--- src/rtl/ftc_pkg.sv ---
// Package for the fridge thermostat controller: mode and event codes, register
// indexes, reset values and the structs shared by the configuration, control and top files.
// No dependencies.
package ftc_pkg;

	typedef enum logic [1:0] {
		MODE_DELAY   = 2'd0,
		MODE_MONITOR = 2'd1,
		MODE_TUNING  = 2'd2
	} mode_t;

	typedef enum logic [1:0] {
		ACT_TICK   = 2'd0,
		ACT_SAMPLE = 2'd1,
		ACT_BUTTON = 2'd2
	} action_t;

	typedef enum logic [2:0] {
		CFG_ON_THRESHOLD = 3'd0,
		CFG_OFF_MIN      = 3'd1,
		CFG_OFF_MAX      = 3'd2,
		CFG_OFF_INITIAL  = 3'd3,
		CFG_TEMP_OFFSET  = 3'd4,
		CFG_DELAY_TICKS  = 3'd5,
		CFG_TUNE_PERIOD  = 3'd6
	} cfg_index_t;

	localparam int unsigned CFG_INDEX_W = 3;
	localparam int unsigned CFG_DATA_W  = 16;
	localparam int unsigned ADC_W       = 10;

	localparam logic signed [7:0] ON_THRESHOLD_RST = 8'sd8;
	localparam logic signed [7:0] OFF_MIN_RST      = 8'sd0;
	localparam logic signed [7:0] OFF_MAX_RST      = 8'sd6;
	localparam logic signed [7:0] OFF_INITIAL_RST  = 8'sd3;
	localparam logic signed [7:0] TEMP_OFFSET_RST  = 8'sd0;
	localparam logic [15:0]       DELAY_TICKS_RST  = 16'd600;
	localparam logic [7:0]        TUNE_PERIOD_RST  = 8'd3;

	// The LED blinks on each of the last ticks of the delay countdown.
	localparam logic [15:0] BLINK_LAST = 16'd20;

	typedef struct packed {
		logic signed [7:0] on_threshold;
		logic signed [7:0] off_min;
		logic signed [7:0] off_max;
		logic signed [7:0] temp_offset;
		logic [15:0]       delay_ticks;
		logic [7:0]        tune_period;
	} cfg_t;

	typedef struct packed {
		logic              motor_on;
		logic              led_on;
		mode_t             mode;
		logic signed [7:0] off_threshold;
		logic              save_strobe;
		logic signed [7:0] temperature;
	} result_t;

endpackage

--- src/rtl/ftc_cfg_regs.sv ---
// Configuration register file of the fridge thermostat controller.
// Depends on ftc_pkg for register indexes, reset values and cfg_t.
module ftc_cfg_regs (
	input  logic                                 clk,
	input  logic                                 arst_n,
	input  logic                                 wr_en,
	input  logic [ftc_pkg::CFG_INDEX_W-1:0]      wr_index,
	input  logic [ftc_pkg::CFG_DATA_W-1:0]       wr_data,
	output ftc_pkg::cfg_t                        cfg
);

	ftc_pkg::cfg_t cfg_q;

	// The initial off threshold only counts at reset, so a write to it is
	// accepted and dropped, as are writes beyond the last register.
	always_ff @(posedge clk or negedge arst_n) begin
		if (!arst_n) begin
			cfg_q.on_threshold <= ftc_pkg::ON_THRESHOLD_RST;
			cfg_q.off_min      <= ftc_pkg::OFF_MIN_RST;
			cfg_q.off_max      <= ftc_pkg::OFF_MAX_RST;
			cfg_q.temp_offset  <= ftc_pkg::TEMP_OFFSET_RST;
			cfg_q.delay_ticks  <= ftc_pkg::DELAY_TICKS_RST;
			cfg_q.tune_period  <= ftc_pkg::TUNE_PERIOD_RST;
		end else if (wr_en) begin
			case (ftc_pkg::cfg_index_t'(wr_index))
				ftc_pkg::CFG_ON_THRESHOLD: cfg_q.on_threshold <= wr_data[7:0];
				ftc_pkg::CFG_OFF_MIN:      cfg_q.off_min      <= wr_data[7:0];
				ftc_pkg::CFG_OFF_MAX:      cfg_q.off_max      <= wr_data[7:0];
				ftc_pkg::CFG_TEMP_OFFSET:  cfg_q.temp_offset  <= wr_data[7:0];
				ftc_pkg::CFG_DELAY_TICKS:  cfg_q.delay_ticks  <= wr_data[15:0];
				ftc_pkg::CFG_TUNE_PERIOD:  cfg_q.tune_period  <= wr_data[7:0];
				default: ;
			endcase
		end
	end

	assign cfg = cfg_q;

endmodule

--- src/rtl/ftc_temp_conv.sv ---
// ADC to temperature conversion: divide by a constant, add the offset, saturate.
// Depends on ftc_pkg for the ADC width.
module ftc_temp_conv #(
	parameter int unsigned ADC_DIVISOR = 8
) (
	input  logic [ftc_pkg::ADC_W-1:0] adc_value,
	input  logic signed [7:0]         temp_offset,
	output logic signed [7:0]         temperature
);

	// Reciprocal with a 16-bit shift is exact for every 10-bit reading and a
	// divisor up to 64.
	localparam int unsigned SHIFT = 16;
	localparam int unsigned RECIP = ((2 ** SHIFT) + ADC_DIVISOR - 1) / ADC_DIVISOR;
	localparam int unsigned PROD_W = ftc_pkg::ADC_W + SHIFT + 1;

	logic [SHIFT:0]              recip;
	logic [PROD_W-1:0]           prod;
	logic [ftc_pkg::ADC_W-1:0]   quot;
	logic signed [11:0]          sum;

	assign recip = (SHIFT + 1)'(RECIP);
	assign prod  = PROD_W'(adc_value) * PROD_W'(recip);
	assign quot  = prod[SHIFT +: ftc_pkg::ADC_W];
	assign sum   = $signed({2'b00, quot}) + $signed({{4{temp_offset[7]}}, temp_offset});

	always_comb begin
		if (sum > 12'sd127) begin
			temperature = 8'sd127;
		end else if (sum < -12'sd128) begin
			temperature = -8'sd128;
		end else begin
			temperature = sum[7:0];
		end
	end

endmodule

--- src/rtl/ftc_ctrl.sv ---
// Thermostat control state: mode, countdowns, threshold, motor, LED and temperature.
// Depends on ftc_pkg for mode_t, action_t, cfg_t and result_t.
module ftc_ctrl (
	input  logic                clk,
	input  logic                arst_n,
	input  logic                step,
	input  ftc_pkg::action_t    action,
	input  logic signed [7:0]   sample_temp,
	input  ftc_pkg::cfg_t       cfg,
	output ftc_pkg::result_t    result
);

	ftc_pkg::mode_t     mode_q, mode_d;
	logic [15:0]        count_q, count_d;
	logic [7:0]         period_cnt_q, period_cnt_d;
	logic signed [7:0]  thr_q, thr_d;
	logic               motor_q, motor_d;
	logic               led_q, led_d;
	logic signed [7:0]  temp_q, temp_d;
	logic               save;

	logic               is_tick, is_sample, is_button;
	logic [15:0]        count_dec;
	logic [7:0]         period;
	logic [7:0]         period_inc;
	logic               period_done;
	logic               tune_end;
	logic               below_off, above_on;
	logic signed [8:0]  thr_dec;
	logic signed [7:0]  thr_new;
	logic [8:0]         thr_mag;

	assign is_tick   = (action == ftc_pkg::ACT_TICK);
	assign is_sample = (action == ftc_pkg::ACT_SAMPLE);
	assign is_button = (action == ftc_pkg::ACT_BUTTON);

	assign count_dec   = (count_q != 16'd0) ? count_q - 16'd1 : 16'd0;
	assign period      = (cfg.tune_period == 8'd0) ? 8'd1 : cfg.tune_period;
	assign period_inc  = period_cnt_q + 8'd1;
	assign period_done = (period_inc >= period);
	// The tuning display ends when the count is empty after a period expiry.
	assign tune_end    = period_done && (count_dec == 16'd0);

	assign below_off = (sample_temp < thr_q);
	assign above_on  = (sample_temp > cfg.on_threshold);

	assign thr_dec = $signed({thr_q[7], thr_q}) - 9'sd1;
	assign thr_new = (thr_dec < $signed({cfg.off_min[7], cfg.off_min})) ? cfg.off_max
	               : thr_dec[7:0];
	assign thr_mag = thr_new[7] ? 9'd0 - {thr_new[7], thr_new} : {1'b0, thr_new};

	// Next mode.
	always_comb begin
		mode_d = mode_q;
		case (mode_q)
			ftc_pkg::MODE_DELAY: begin
				if (is_tick && count_dec == 16'd0) begin
					mode_d = ftc_pkg::MODE_MONITOR;
				end else if (is_button) begin
					mode_d = ftc_pkg::MODE_TUNING;
				end
			end
			ftc_pkg::MODE_MONITOR: begin
				if (is_sample && below_off) begin
					mode_d = ftc_pkg::MODE_DELAY;
				end else if (is_button) begin
					mode_d = ftc_pkg::MODE_TUNING;
				end
			end
			ftc_pkg::MODE_TUNING: begin
				if (is_tick && tune_end) begin
					mode_d = ftc_pkg::MODE_DELAY;
				end
			end
			default: mode_d = ftc_pkg::MODE_DELAY;
		endcase
	end

	// Datapath registers and the save strobe.
	always_comb begin
		count_d      = count_q;
		period_cnt_d = period_cnt_q;
		thr_d        = thr_q;
		motor_d      = motor_q;
		led_d        = led_q;
		temp_d       = temp_q;
		save         = 1'b0;
		case (action)
			ftc_pkg::ACT_TICK: begin
				if (mode_q == ftc_pkg::MODE_DELAY) begin
					count_d = count_dec;
					if (count_dec <= ftc_pkg::BLINK_LAST) begin
						led_d = ~led_q;
					end
				end else if (mode_q == ftc_pkg::MODE_TUNING) begin
					if (period_done) begin
						period_cnt_d = 8'd0;
						count_d      = count_dec;
						if (count_q != 16'd0) begin
							led_d = ~led_q;
						end
						if (tune_end) begin
							motor_d = 1'b0;
							led_d   = 1'b0;
							count_d = cfg.delay_ticks;
						end
					end else begin
						period_cnt_d = period_inc;
					end
				end
			end
			ftc_pkg::ACT_SAMPLE: begin
				temp_d = sample_temp;
				if (mode_q == ftc_pkg::MODE_MONITOR) begin
					led_d = ~led_q;
					if (below_off) begin
						motor_d = 1'b0;
						led_d   = 1'b0;
						count_d = cfg.delay_ticks;
					end else if (above_on) begin
						motor_d = 1'b1;
					end
				end
			end
			ftc_pkg::ACT_BUTTON: begin
				if (mode_q != ftc_pkg::MODE_TUNING) begin
					thr_d        = thr_new;
					save         = 1'b1;
					led_d        = 1'b0;
					count_d      = {6'd0, thr_mag, 1'b0};
					period_cnt_d = 8'd0;
				end
			end
			default: ;
		endcase
	end

	always_ff @(posedge clk or negedge arst_n) begin
		if (!arst_n) begin
			mode_q       <= ftc_pkg::MODE_DELAY;
			count_q      <= ftc_pkg::DELAY_TICKS_RST;
			period_cnt_q <= 8'd0;
			thr_q        <= ftc_pkg::OFF_INITIAL_RST;
			motor_q      <= 1'b0;
			led_q        <= 1'b0;
			temp_q       <= 8'sd0;
		end else if (step) begin
			mode_q       <= mode_d;
			count_q      <= count_d;
			period_cnt_q <= period_cnt_d;
			thr_q        <= thr_d;
			motor_q      <= motor_d;
			led_q        <= led_d;
			temp_q       <= temp_d;
		end
	end

	assign result.motor_on      = motor_d;
	assign result.led_on        = led_d;
	assign result.mode          = mode_d;
	assign result.off_threshold = thr_d;
	assign result.save_strobe   = save;
	assign result.temperature   = temp_d;

endmodule

--- src/rtl/fridge_thermostat_controller_unit.sv ---
// Top level of the fridge thermostat controller.
// Depends on ftc_pkg, ftc_cfg_regs, ftc_temp_conv and ftc_ctrl.
//
// Usage:
// Events arrive on the s_ channel: s_tuser carries the event kind (tick, ADC
// sample or button press) and s_tdata the 10-bit ADC reading, which matters
// only for samples. Every accepted transaction yields exactly one status
// transaction on the m_ channel with the motor drive, LED level, mode, off
// threshold, save strobe and last temperature after that event.
// The cfg_ channel writes the six registers by index; it is always ready and
// should be used only while no event is in flight.
// An event is captured in an input stage, and its status is registered in the
// output register once that register is empty or drained. Throughput is one event
// per cycle while the receiver does not stall.
// When the receiver stalls, the output register holds its transaction and the
// input stage can still take one more event; further events wait on s_tready.
// Reset clears both stages, puts the block in delay mode with the motor and
// LED off, loads the delay countdown and the initial off threshold, and
// returns the configuration registers to their reset values.
module fridge_thermostat_controller_unit #(
	parameter int unsigned ADC_DIVISOR = 8
) (
	input  logic                                 clk,
	input  logic                                 arst_n,
	// Event stream.
	input  logic                                 s_tvalid,
	output logic                                 s_tready,
	input  logic [15:0]                          s_tdata,  // [9:0] adc_value
	input  logic [1:0]                           s_tuser,  // [1:0] action
	// Status stream.
	output logic                                 m_tvalid,
	input  logic                                 m_tready,
	// [0] motor_on, [1] led_on, [3:2] mode, [11:4] off_threshold,
	// [12] save_strobe, [20:13] temperature, [23:21] zero
	output logic [23:0]                          m_tdata,
	// Configuration writes.
	input  logic                                 cfg_valid,
	output logic                                 cfg_ready,
	input  logic [ftc_pkg::CFG_INDEX_W-1:0]      cfg_index,
	input  logic [ftc_pkg::CFG_DATA_W-1:0]       cfg_data
);

	logic                          valid_s1;
	ftc_pkg::action_t              action_s1;
	logic [ftc_pkg::ADC_W-1:0]     adc_s1;

	logic                          out_valid_q;
	ftc_pkg::result_t              out_q;

	logic                          advance;
	logic                          step;
	ftc_pkg::cfg_t                 cfg;
	logic signed [7:0]             sample_temp;
	ftc_pkg::result_t              result;

	// The pipeline moves whenever the output register is empty or drained.
	assign advance  = !out_valid_q || m_tready;
	assign step     = valid_s1 && advance;
	assign s_tready = !valid_s1 || advance;
	assign cfg_ready = 1'b1;

	ftc_cfg_regs u_cfg (
		.clk      (clk),
		.arst_n   (arst_n),
		.wr_en    (cfg_valid && cfg_ready),
		.wr_index (cfg_index),
		.wr_data  (cfg_data),
		.cfg      (cfg)
	);

	ftc_temp_conv #(
		.ADC_DIVISOR (ADC_DIVISOR)
	) u_conv (
		.adc_value   (adc_s1),
		.temp_offset (cfg.temp_offset),
		.temperature (sample_temp)
	);

	ftc_ctrl u_ctrl (
		.clk         (clk),
		.arst_n      (arst_n),
		.step        (step),
		.action      (action_s1),
		.sample_temp (sample_temp),
		.cfg         (cfg),
		.result      (result)
	);

	// Input stage.
	always_ff @(posedge clk or negedge arst_n) begin
		if (!arst_n) begin
			valid_s1 <= 1'b0;
		end else if (s_tvalid && s_tready) begin
			valid_s1 <= 1'b1;
		end else if (advance) begin
			valid_s1 <= 1'b0;
		end
	end

	always_ff @(posedge clk) begin
		if (s_tvalid && s_tready) begin
			action_s1 <= ftc_pkg::action_t'(s_tuser);
			adc_s1    <= s_tdata[ftc_pkg::ADC_W-1:0];
		end
	end

	// Output register.
	always_ff @(posedge clk or negedge arst_n) begin
		if (!arst_n) begin
			out_valid_q <= 1'b0;
		end else if (step) begin
			out_valid_q <= 1'b1;
		end else if (m_tready) begin
			out_valid_q <= 1'b0;
		end
	end

	always_ff @(posedge clk) begin
		if (step) begin
			out_q <= result;
		end
	end

	assign m_tvalid = out_valid_q;
	assign m_tdata  = {3'b000, out_q.temperature, out_q.save_strobe, out_q.off_threshold,
	                   out_q.mode, out_q.led_on, out_q.motor_on};

	// A save strobe only accompanies the entry into tuning.
	assert property (@(posedge clk) disable iff (!arst_n)
		out_valid_q && out_q.save_strobe |-> out_q.mode == ftc_pkg::MODE_TUNING)
		else $error("save strobe outside tuning mode");

	// The compressor is never driven in delay mode.
	assert property (@(posedge clk) disable iff (!arst_n)
		out_valid_q && out_q.mode == ftc_pkg::MODE_DELAY |-> !out_q.motor_on)
		else $error("motor on in delay mode");

	// A held input stage keeps its event until the pipeline moves.
	assert property (@(posedge clk) disable iff (!arst_n)
		valid_s1 && !advance |=> valid_s1 && $stable(action_s1) && $stable(adc_s1))
		else $error("input stage lost or changed a waiting event");

endmodule

--- config.mk ---
export PLATFORM = sky130hd
export DESIGN_NAME = fridge_thermostat_controller_unit
export DESIGN_NICKNAME = d
export VERILOG_FILES = /design/src/rtl/ftc_pkg.sv /design/src/rtl/ftc_cfg_regs.sv /design/src/rtl/ftc_temp_conv.sv /design/src/rtl/ftc_ctrl.sv /design/src/rtl/fridge_thermostat_controller_unit.sv
export SDC_FILE = /design/constraint.sdc
export NUM_CORES = 1
export LEC_CHECK = 0
export BUFFER_PORTS_ARGS = -buffer_cell sky130_fd_sc_hd__buf_2
export CAP_MARGIN = 20
export CORE_ASPECT_RATIO = 1.2
export CORE_MARGIN = 3
export CORE_UTILIZATION = 65
export CTS_CLUSTER_DIAMETER = 120
export CTS_CLUSTER_SIZE = 20
export DETAILED_ROUTE_END_ITERATION = 7
export PLACE_DENSITY = 0.88
export SLEW_MARGIN = 10
export SYNTH_ARGS = -nofsm -noshare
export SYNTH_HDL_FRONTEND = slang
export SYNTH_HIERARCHICAL = 1
export SYNTH_SLANG_ARGS = --single-unit
--- constraint.sdc ---
create_clock -name clk -period 10.9 [get_ports clk]
set_clock_uncertainty 0.15 [all_clocks]
set_input_delay 0 -clock clk [delete_from_list [all_inputs] [get_ports clk]]
set_output_delay 0 -clock clk [all_outputs]
set_load 0.005 [all_outputs]
==> flow_summary.yaml, run 1 <==
critical_path:
  worstPathCellList: "nor4_1 > nand4_1 > xnor2_1 > inv_1 > ha_1 > inv_1 > o211ai_1 > nor4_1 > or2_2 > nor2_1 > a21oi_1 > ha_1 > nand2_1 > o21ai_0 > xnor2_1 > o311a_1 > a31oi_1 > o21ai_0"
  timing.rr.start: "u_ctrl/thr_q[2]"
  max_stage_delay_ns: 0.55
  reg2reg_depth: 18
  reg2reg_slack_ns: 5.90
  r2r-end: "u_ctrl/count_q[5]"
  cp_slowest_cell: "nor4_1"
  worstPathRequired_ns: 11.01
  crit_arrival_ns: 5.11
  worstSetupStartpointType: "flop"
  crit_fanout: 9
  crit_type: "flop to flop"
  critPathCaptureType: "flop"
hold_path:
  hp-start: "s_tdata[8]"
  holdPathEnd: "adc_s1[8]"
  hold_path_depth: 2
  hp-class: "input port to flop"
detailed_routing:
  wl_per_cell_um: 20.79
  route.met3.wl_um: 1141
  drt_iter0_drc: 730
  vias: 6682
  drt-met1-wl_um: 8085
  drt-total-wl_um: 21830
  route.detailed.drc: 0
  top_layer: "met4"
  wl_met2_um: 11680
  final_antenna_net_count: 0
  dr.pass1.iters: 5
  vias_per_cell: 6.364
clock_network:
  clockBufferDepth: 2
  clk_latency_ns: 0.42
  cts_tree: "built"
  clkTransAtPathRegs_ns: 0.06
  cts_made_buffers: 17
  root_buffer: "clkbuf_16"
  clock-sinks: 132
  cts_htree_levels: 4
grt:
  overflow: 0
  grt_max_degree: 74
  grt_pass1_wl_um: 35700
  gr-usage-all-layers_pct: 33.18
  grt_pass1_vias: 7060
  antenna_found_initial: 1
floorplanning:
  die-area_mm2: 0.01395
  dieWidth_um: 108.3
  initial_core_util_pct: 67.10
  dieHeight_um: 128.8
  core_mm2: 0.01217
  io-pin-count: 69
  fp-row-count: 44
yosys:
  netlist_area_mm2: 0.008164
  yosys_warnings: 6
  netlist_instances: 799
  synth.avg_cell_area_um2: 10.22
timing:
  setup_tns_ns: 0
  period_needed_ns: 5.002
  final_max_slew_viol_count: 0
  fmax_mhz: 199.9
  hold_viol: 0
  worst_pin_slew_ns: 0.9870
  min_period_over_period_pct: 45.89
  finalSetupViolCount: 0
  slew_headroom_pct: 33.76
  rsz0062_at_grt: "no"
final_layout:
  final_nets: 964
  final_common_cell: "dfrtp_1"
  final_layout_size_suffix_gt1_share_pct: 23.42
  nFillCells: 744
  final_cell_mix: "dfrtp_1, nor2_1, mux2_2, nand2_1, o21ai_0"
  area_growth_pct: 15.05
  stdcell_area_mm2: 0.009393
  multi_input_comb_area_mm2: 0.004273
  seq_area_mm2: 0.003472
placed_design:
  place.gp.congestion: 0.9531
  hpwl_um: 14460
  numPortBuffers: 55
  place_area_mm2: 0.008449
power_and_ir_drop:
  powerDensity_mw_per_mm2: 284.0
  irDropWorstVdd_mv: 0.1782
  p_leak_uw: 0.003999
outcome:
  status: "finished clean"
run:
  cap_viol_max_count: 0
[state kept, by name (all words and copies together) (netlist names), 2 cells and up]
register             cells
u_cfg/cfg               56
m_tdata                 21
u_ctrl/count_q          16
u_ctrl/period_cnt_q      8
u_ctrl/temp_q            8
u_ctrl/thr_q             8
adc_s1                   7
action_s1                2
u_ctrl/mode_q            2
[worst max-delay path: cells and delay by family (launching register included)]
kind            cells  cell delay, ns
fa+ha+maj           2            0.64
flops               1            0.45
buf+inv             2            0.26
simple gates        6            1.68
compound gates      6            1.17
xor+xnor            2            0.48
[worst max-delay path by stage]
stage,from,endpoint,slack (ns)
detailed placement,u_ctrl/thr_q[2],u_ctrl/count_q[5],5.98
floorplan,u_ctrl/thr_q[2],u_ctrl/count_q[5],6.67
global placement,u_ctrl/thr_q[2],u_ctrl/count_q[5],6.06
finish,u_ctrl/thr_q[2],u_ctrl/count_q[5],5.90
CTS,u_ctrl/thr_q[2],u_ctrl/count_q[5],5.97
global route,u_ctrl/thr_q[2],u_ctrl/count_q[5],5.55
[metal layers]
layer | track usage, % | up-vias
met2 | 59.37 | 298
met3 | 6.473 | 66
met1 | 38.10 | 3294
met5 | 0 | -
li1 | - | 3024
met4 | 15.45 | 0
[per-stage QoR]
stage               cells  power [µW]  util (%)  hold slack (ns)  setup WS (ns)
finish               1050        2667     77.20           0.1410          5.898
global placement      981        1977     69.45          -0.2181          6.064
floorplan             801        1730         -          -0.4456          6.668
detailed placement    981        2054     69.45          -0.2074          5.978
CTS                  1049        2628     77.18           0.1242          5.968
global route         1050        2834     77.20           0.1485          5.549
[where the power goes]
part / leakage (µW) / switching [µW] / internal [µW]
sequential: 0.00149 / 145 / 656
clock: 0.000279 / 225 / 319
combinational: 0.00223 / 792 / 529
[timing repair]
item	CTS	global route
resized for setup	0	0
setup buffers	0	0
hold buffers	36	0
hold endpoints to repair	105	0
[layout make-up]
type,instances,area share [%]
diodes,1,0.02664
clock buffers,20,5.089
clock inverters,12,0.9857
inverters,54,2.158
multi-input cells,576,45.49
flip-flops and latches,132,36.97
well taps,161,2.145
repair buffers,94,7.140
Power figures use the tool's default switching activity.
==> run 2: changes to the inputs <==
--- a/config.mk
+++ b/config.mk
@@ -9,11 +9,11 @@
 export CAP_MARGIN = 20
 export CORE_ASPECT_RATIO = 1.2
 export CORE_MARGIN = 3
-export CORE_UTILIZATION = 65
+export CORE_UTILIZATION = 61
 export CTS_CLUSTER_DIAMETER = 120
 export CTS_CLUSTER_SIZE = 20
 export DETAILED_ROUTE_END_ITERATION = 7
-export PLACE_DENSITY = 0.88
+export PLACE_DENSITY = 0.83
 export SLEW_MARGIN = 10
 export SYNTH_ARGS = -nofsm -noshare
 export SYNTH_HDL_FRONTEND = slang
==> constraint.sdc (replaced) <==
create_clock -name clk -period 4.9 [get_ports clk]
set_clock_uncertainty 0.15 [all_clocks]
set_input_delay 0 -clock clk [delete_from_list [all_inputs] [get_ports clk]]
set_output_delay 0 -clock clk [all_outputs]
set_load 0.005 [all_outputs]
==> run 2 against run 1 <==
  * Cell count increased by 0.38%
  * Design area increased by 1.2%
  * Die area increased by 6.2%
  * Register-to-register slack got worse by 5.5 ns
  * Via count decreased by 0.18%
  * Worst hold slack got worse by 0.093 ns
  * First-iteration DRC count decreased by 9.5%
  * Setup slack got worse by 5.5 ns
  * Sequential power increased by 120%
  * Fmax increased by 11%
  * Combinational power increased by 130%
  * Critical path depth decreased by 2
  * Largest cell class unchanged
==> flow_summary.yaml, run 2 (synthesis gave the netlist of run 1 again) <==
outcome:
  status: "finished clean"
critical_path:
  critPathCaptureType: "flop"
  worstSetupStartpointType: "flop"
  crit_arrival_ns: 4.63
  worstPathRequired_ns: 5.03
  crit_fanout: 15
  cp_slowest_cell: "nor4_1"
  max_stage_delay_ns: 0.47
  reg2reg_slack_ns: 0.40
  worstPathCellList: "ha_1 > fa_1 > a21o_1 > a211oi_2 > o21ai_2 > nand2b_4 > a22o_2 > ha_1 > a21oi_1 > o21ai_0 > a41oi_1 > a21oi_1 > nand2_1 > nand3_2 > nor4_1 > a221oi_2"
  crit_type: "flop to flop"
clock_network:
  clock-sinks: 132
  clk_latency_ns: 0.43
  root_buffer: "clkbuf_16"
  cts_tree: "built"
  cts_made_buffers: 17
  cts_htree_levels: 4
  clkTransAtPathRegs_ns: 0.06
  post_cts_buffers: 0
  clockBufferDepth: 2
grt:
  grt_pass1_vias: 6896
  antenna_found_initial: 0
  grt_max_degree: 64
  overflow: 0
  gr-usage-all-layers_pct: 29.06
  grt_pass1_wl_um: 34200
floorplanning:
  dieHeight_um: 132.7
  io-pin-count: 69
  core_mm2: 0.01289
  fp-row-count: 45
  initial_core_util_pct: 63.32
  die-area_mm2: 0.01481
  dieWidth_um: 111.6
timing:
  rsz0062_at_grt: "no"
  setup_tns_ns: 0
  finalSetupViolCount: 0
  period_needed_ns: 4.497
  hold_viol: 0
  min_period_over_period_pct: 91.77
  final_max_slew_viol_count: 0
  worst_pin_slew_ns: 0.9040
  fmax_mhz: 222.4
  slew_headroom_pct: 39.27
power_and_ir_drop:
  power_uw: 6191
  p_leak_uw: 0.004044
  irDropWorstVdd_mv: 0.3666
  powerDensity_mw_per_mm2: 651.6
placed_design:
  numPortBuffers: 55
  place.gp.congestion: 0.9215
  hpwl_um: 14960
detailed_routing:
  dr.pass1.iters: 6
  wl_per_cell_um: 19.94
  drt-total-wl_um: 21020
  route.detailed.drc: 0
  final_antenna_net_count: 0
  drt_iter0_drc: 661
  vias_per_cell: 6.328
  vias: 6670
final_layout:
  final_nets: 966
  multi_input_comb_area_mm2: 0.004290
  final_layout_size_suffix_gt1_share_pct: 23.82
  diodes: 0
  final_common_cell: "dfrtp_1"
  seq_area_mm2: 0.003472
  nFillCells: 897
  final_cell_mix: "dfrtp_1, nor2_1, mux2_2, nand2_1, o21ai_0"
  area_growth_pct: 16.38
  largest_reg_flops: 56
run:
  cap_viol_max_count: 0
hold_path:
  hp-class: "input port to asynchronous set/reset pin"
run 2: cell types whose count changed in the layout (fill, tap and decap cells not counted), sizes merged:
cell and change:
dlygate4sd3 -2, clkbuf -1, diode -1, buf +4, inv -4, clkinv -1, bufinv +6
run 2: timing repair:
item	CTS	global route
endpoints found under the setup margin	0	13
endpoints found under the hold margin	138	0
hold buffers	33	0
gates resized for setup	0	3
run 2: worst paths after layout:
kind                            depth (start not counted)                 end           from
worst min-delay path                                    2   u_ctrl/count_q[1]         arst_n
worst max register to register                         16  u_ctrl/count_q[10]      adc_s1[3]
min in group clk                                        2           adc_s1[8]     s_tdata[8]
worst min register to register                          1       u_cfg/cfg[45]  u_cfg/cfg[45]
worst max-delay path                                   16  u_ctrl/count_q[10]      adc_s1[3]
max in group asynchronous                               3     u_ctrl/thr_q[1]         arst_n
run 2: worst max-delay path: cells and delay by family, from the launching register on:
family / cells / cell delay (ns)
simple gates: 4 / 1.14
fa+ha+maj: 3 / 0.96
compound gates: 9 / 1.73
flops: 1 / 0.37
run 2: layout make-up:
cell class              instances  area share, %
clock buffers                  19          4.556
clock inverters                13          2.423
inverters                      54          2.133
multi-input cells             576          45.15
flip-flops and latches        132          36.54
well taps                     164          2.160
repair buffers                 96          7.032
run 2: layer usage:
layer / GRT usage (%) / part of all wire (%) / up-vias
met1: 33.21 / 38 / 3250
met5: 0 / 0 / -
met2: 50.87 / 52 / 299
met3: 6.038 / 5.7 / 89
met4: 15.62 / 4.4 / 0
li1: - / - / 3032
run 2: stage by stage:
step | hold WS (ns) | setup WS (ns) | util (%) | std cells | cell area, µm²
2_1_floorplan | -0.4456 | 0.6679 | - | 801 | 8172
3_3_place_gp | -0.04248 | 0.4381 | 65.85 | 989 | 8491
3_5_place_dp | -0.02962 | 0.3132 | 65.85 | 989 | 8491
4_1_cts | 0.06386 | 0.2778 | 73.56 | 1054 | 9484
5_1_grt | 0.1152 | 0.06085 | 73.69 | 1054 | 9502
6_report | 0.04793 | 0.4032 | 73.69 | 1054 | 9502
run 2: report_power, final:
part | leakage (µW) | internal [µW] | switching, µW
sequential | 0.00149 | 1460 | 329
combinational | 0.00224 | 1230 | 1740
clock | 0.000315 | 953 | 481
==> run 3: changes to the inputs <==
--- a/config.mk
+++ b/config.mk
@@ -5,7 +5,7 @@
 export SDC_FILE = /design/constraint.sdc
 export NUM_CORES = 1
 export LEC_CHECK = 0
-export BUFFER_PORTS_ARGS = -buffer_cell sky130_fd_sc_hd__buf_2
+export BUFFER_PORTS_ARGS = -buffer_cell sky130_fd_sc_hd__clkbuf_2
 export CAP_MARGIN = 20
 export CORE_ASPECT_RATIO = 1.2
 export CORE_MARGIN = 3
==> run 3 against run 2 <==
  * Setup slack worse by 0.10 ns
  * Fmax down 2.2%
  * Clock power down 6%
  * Design area down 0.25%
  * Sequential power about the same
  * Count of clock-buffer cells in the layout up 5
  * Wire length up 1.1%
  * Sequential cell count unchanged
  * Critical endpoint is now u_ctrl/count_q[9]
  * Largest cell class unchanged
  * Highest routed layer unchanged
==> flow_summary.yaml, run 3 (synthesis gave the netlist of run 1 again) <==
final_layout:
  final_common_cell: "dfrtp_1"
  largest_reg_flops: 56
  diodes: 0
  final_nets: 967
  area_growth_pct: 16.09
  final_cell_mix: "dfrtp_1, nor2_1, mux2_2, nand2_1, o21ai_0"
  final_layout_size_suffix_gt1_share_pct: 23.79
grt:
  met3_usage_pct: 5.581
  met1_usage_pct: 33.98
  grt_pass1_wl_um: 34360
  use_met2_pct: 51.34
  grt_pass1_vias: 6886
  overflow: 0
  antenna_found_initial: 0
  grt_busiest_layer: "met2"
  grt_max_degree: 63
  gr-usage-all-layers_pct: 29.16
critical_path:
  crit_arrival_ns: 4.80
  worstPathCellList: "ha_1 > fa_1 > a21o_1 > a211oi_2 > o21ai_2 > nand2b_4 > a22o_2 > ha_1 > a21oi_1 > o21ai_0 > a41oi_1 > a21oi_1 > nand2_1 > nand3_1 > buf_4 > o21ai_0 > o21ai_0"
  cp_common_cell: "o21ai_0"
  worstSetupStartpointType: "flop"
  max_stage_delay_ns: 0.49
  path_buf_inv: 1
  critPathCaptureType: "flop"
  crit_fanout: 15
  cp_slowest_cell: "nand3_1"
  worstPathRequired_ns: 5.10
  crit_type: "flop to flop"
  cp_top_family: "compound AO/OA/AOI/OAI gates"
floorplanning:
  core_mm2: 0.01289
  dieWidth_um: 111.6
  io-pin-count: 69
  initial_core_util_pct: 63.32
  die-area_mm2: 0.01481
  dieHeight_um: 132.7
  fp-row-count: 45
placed_design:
  place.gp.congestion: 0.9122
  hpwl_um: 15140
  place_ws_ns: 0.2490
  numPortBuffers: 55
clock_network:
  cts_htree_levels: 4
  clk_latency_ns: 0.43
  root_buffer: "clkbuf_16"
  post_cts_buffers: 0
  clock-sinks: 132
  clkTransAtPathRegs_ns: 0.06
  clockBufferDepth: 2
  cts_made_buffers: 17
  cts_tree: "built"
power_and_ir_drop:
  p_leak_uw: 0.004059
  powerDensity_mw_per_mm2: 644.2
  irDropWorstVdd_mv: 0.3646
timing:
  min_period_over_period_pct: 93.86
  fmax_mhz: 217.4
  finalSetupViolCount: 0
  worst_pin_slew_ns: 0.8811
  period_needed_ns: 4.599
  hold_ws_ns: 0.09875
  final_max_slew_viol_count: 0
  slew_headroom_pct: 40.87
  hold_viol: 0
  timing.final.ws_setup_ns: 0.3009
  setup_tns_ns: 0
  rsz0062_at_grt: "no"
run:
  cap_viol_max_count: 0
detailed_routing:
  drt-total-wl_um: 21260
  vias: 6621
  drt_iter0_drc: 678
  dr.pass1.iters: 5
  vias_per_cell: 6.276
  route.detailed.drc: 0
  final_antenna_net_count: 0
  wl_per_cell_um: 20.15
hold_path:
  hp-class: "input port to flop"
outcome:
  status: "finished clean"
[run 3: cell count changes in the layout (fill, tap and decap cells not counted), moves of 2 or more]
cell,delta
buf_2,-54
bufinv_16,-3
clkbuf_2,+54
clkbuf_8,+3
clkinv_2,+2
[run 3: final timing paths]
check	slack, ns	from	cells past startpoint	end
setup / recovery	0.30	adc_s1[3]	17	u_ctrl/count_q[9]
max in group asynchronous	3.31	arst_n	4	u_cfg/cfg[38]
min in group asynchronous	0.51	arst_n	3	u_ctrl/count_q[9]
hold reg to reg	0.36	u_cfg/cfg[52]	1	u_cfg/cfg[52]
hold / removal	0.1	cfg_index[2]	4	u_cfg/cfg[45]
setup reg to reg	0.30	adc_s1[3]	17	u_ctrl/count_q[9]
[run 3: area by class of cell]
cell class	instances	area, µm²
clock buffers	24	503.0
flip-flops and latches	132	3472
well taps	164	205.2
repair buffers	97	688.2
clock inverters	8	121.4
fillers	902	3416
multi-input cells	576	4285
inverters	54	202.7
[run 3: repair_timing]
| action | in CTS | in global routing |
|---|---|---|
| setup endpoints to repair | 0 | 2 |
| endpoints found under the hold margin | 116 | 0 |
| resized for setup | 0 | 2 |
| hold buffers | 34 | 0 |
[run 3: worst register-to-register path, cell delays in order (launching register included)]
cell and delay (ns):
edfxtp_1 0.37, ha_1 0.25, fa_1 0.41, a21o_1 0.22, a211oi_2 0.31, o21ai_2 0.15
nand2b_4 0.18, a22o_2 0.24, ha_1 0.32, a21oi_1 0.13, o21ai_0 0.11, a41oi_1 0.22
a21oi_1 0.16, nand2_1 0.17, nand3_1 0.49, buf_4 0.39, o21ai_0 0.16, o21ai_0 0.10
[run 3: layer usage]
| metal | up-vias | part of all wire [%] |
|---|---|---|
| met4 | 0 | 4.1 |
| met5 | - | 0 |
| met3 | 86 | 5.0 |
| met1 | 3193 | 39 |
| li1 | 3050 | - |
| met2 | 292 | 52 |
[run 3: power breakdown]
group / internal (µW) / switching, µW / leakage (µW)
clock network: 869 / 471 / 0.000305
logic: 1240 / 1750 / 0.00226
registers: 1460 / 321 / 0.00149
total: 3570 / 2540 / 0.00406
[run 3: stage by stage]
| step | power, µW | area, µm² | util (%) | std cells |
|---|---|---|---|---|
| 5_1_grt | 6493 | 9478 | 73.51 | 1055 |
| 6_report | 6105 | 9478 | 73.51 | 1055 |
| 2_1_floorplan | 3849 | 8172 | - | 801 |
| 4_1_cts | 6020 | 9465 | 73.41 | 1055 |
| 3_5_place_dp | 4642 | 8491 | 65.85 | 989 |
| 3_3_place_gp | 4473 | 8491 | 65.85 | 989 |
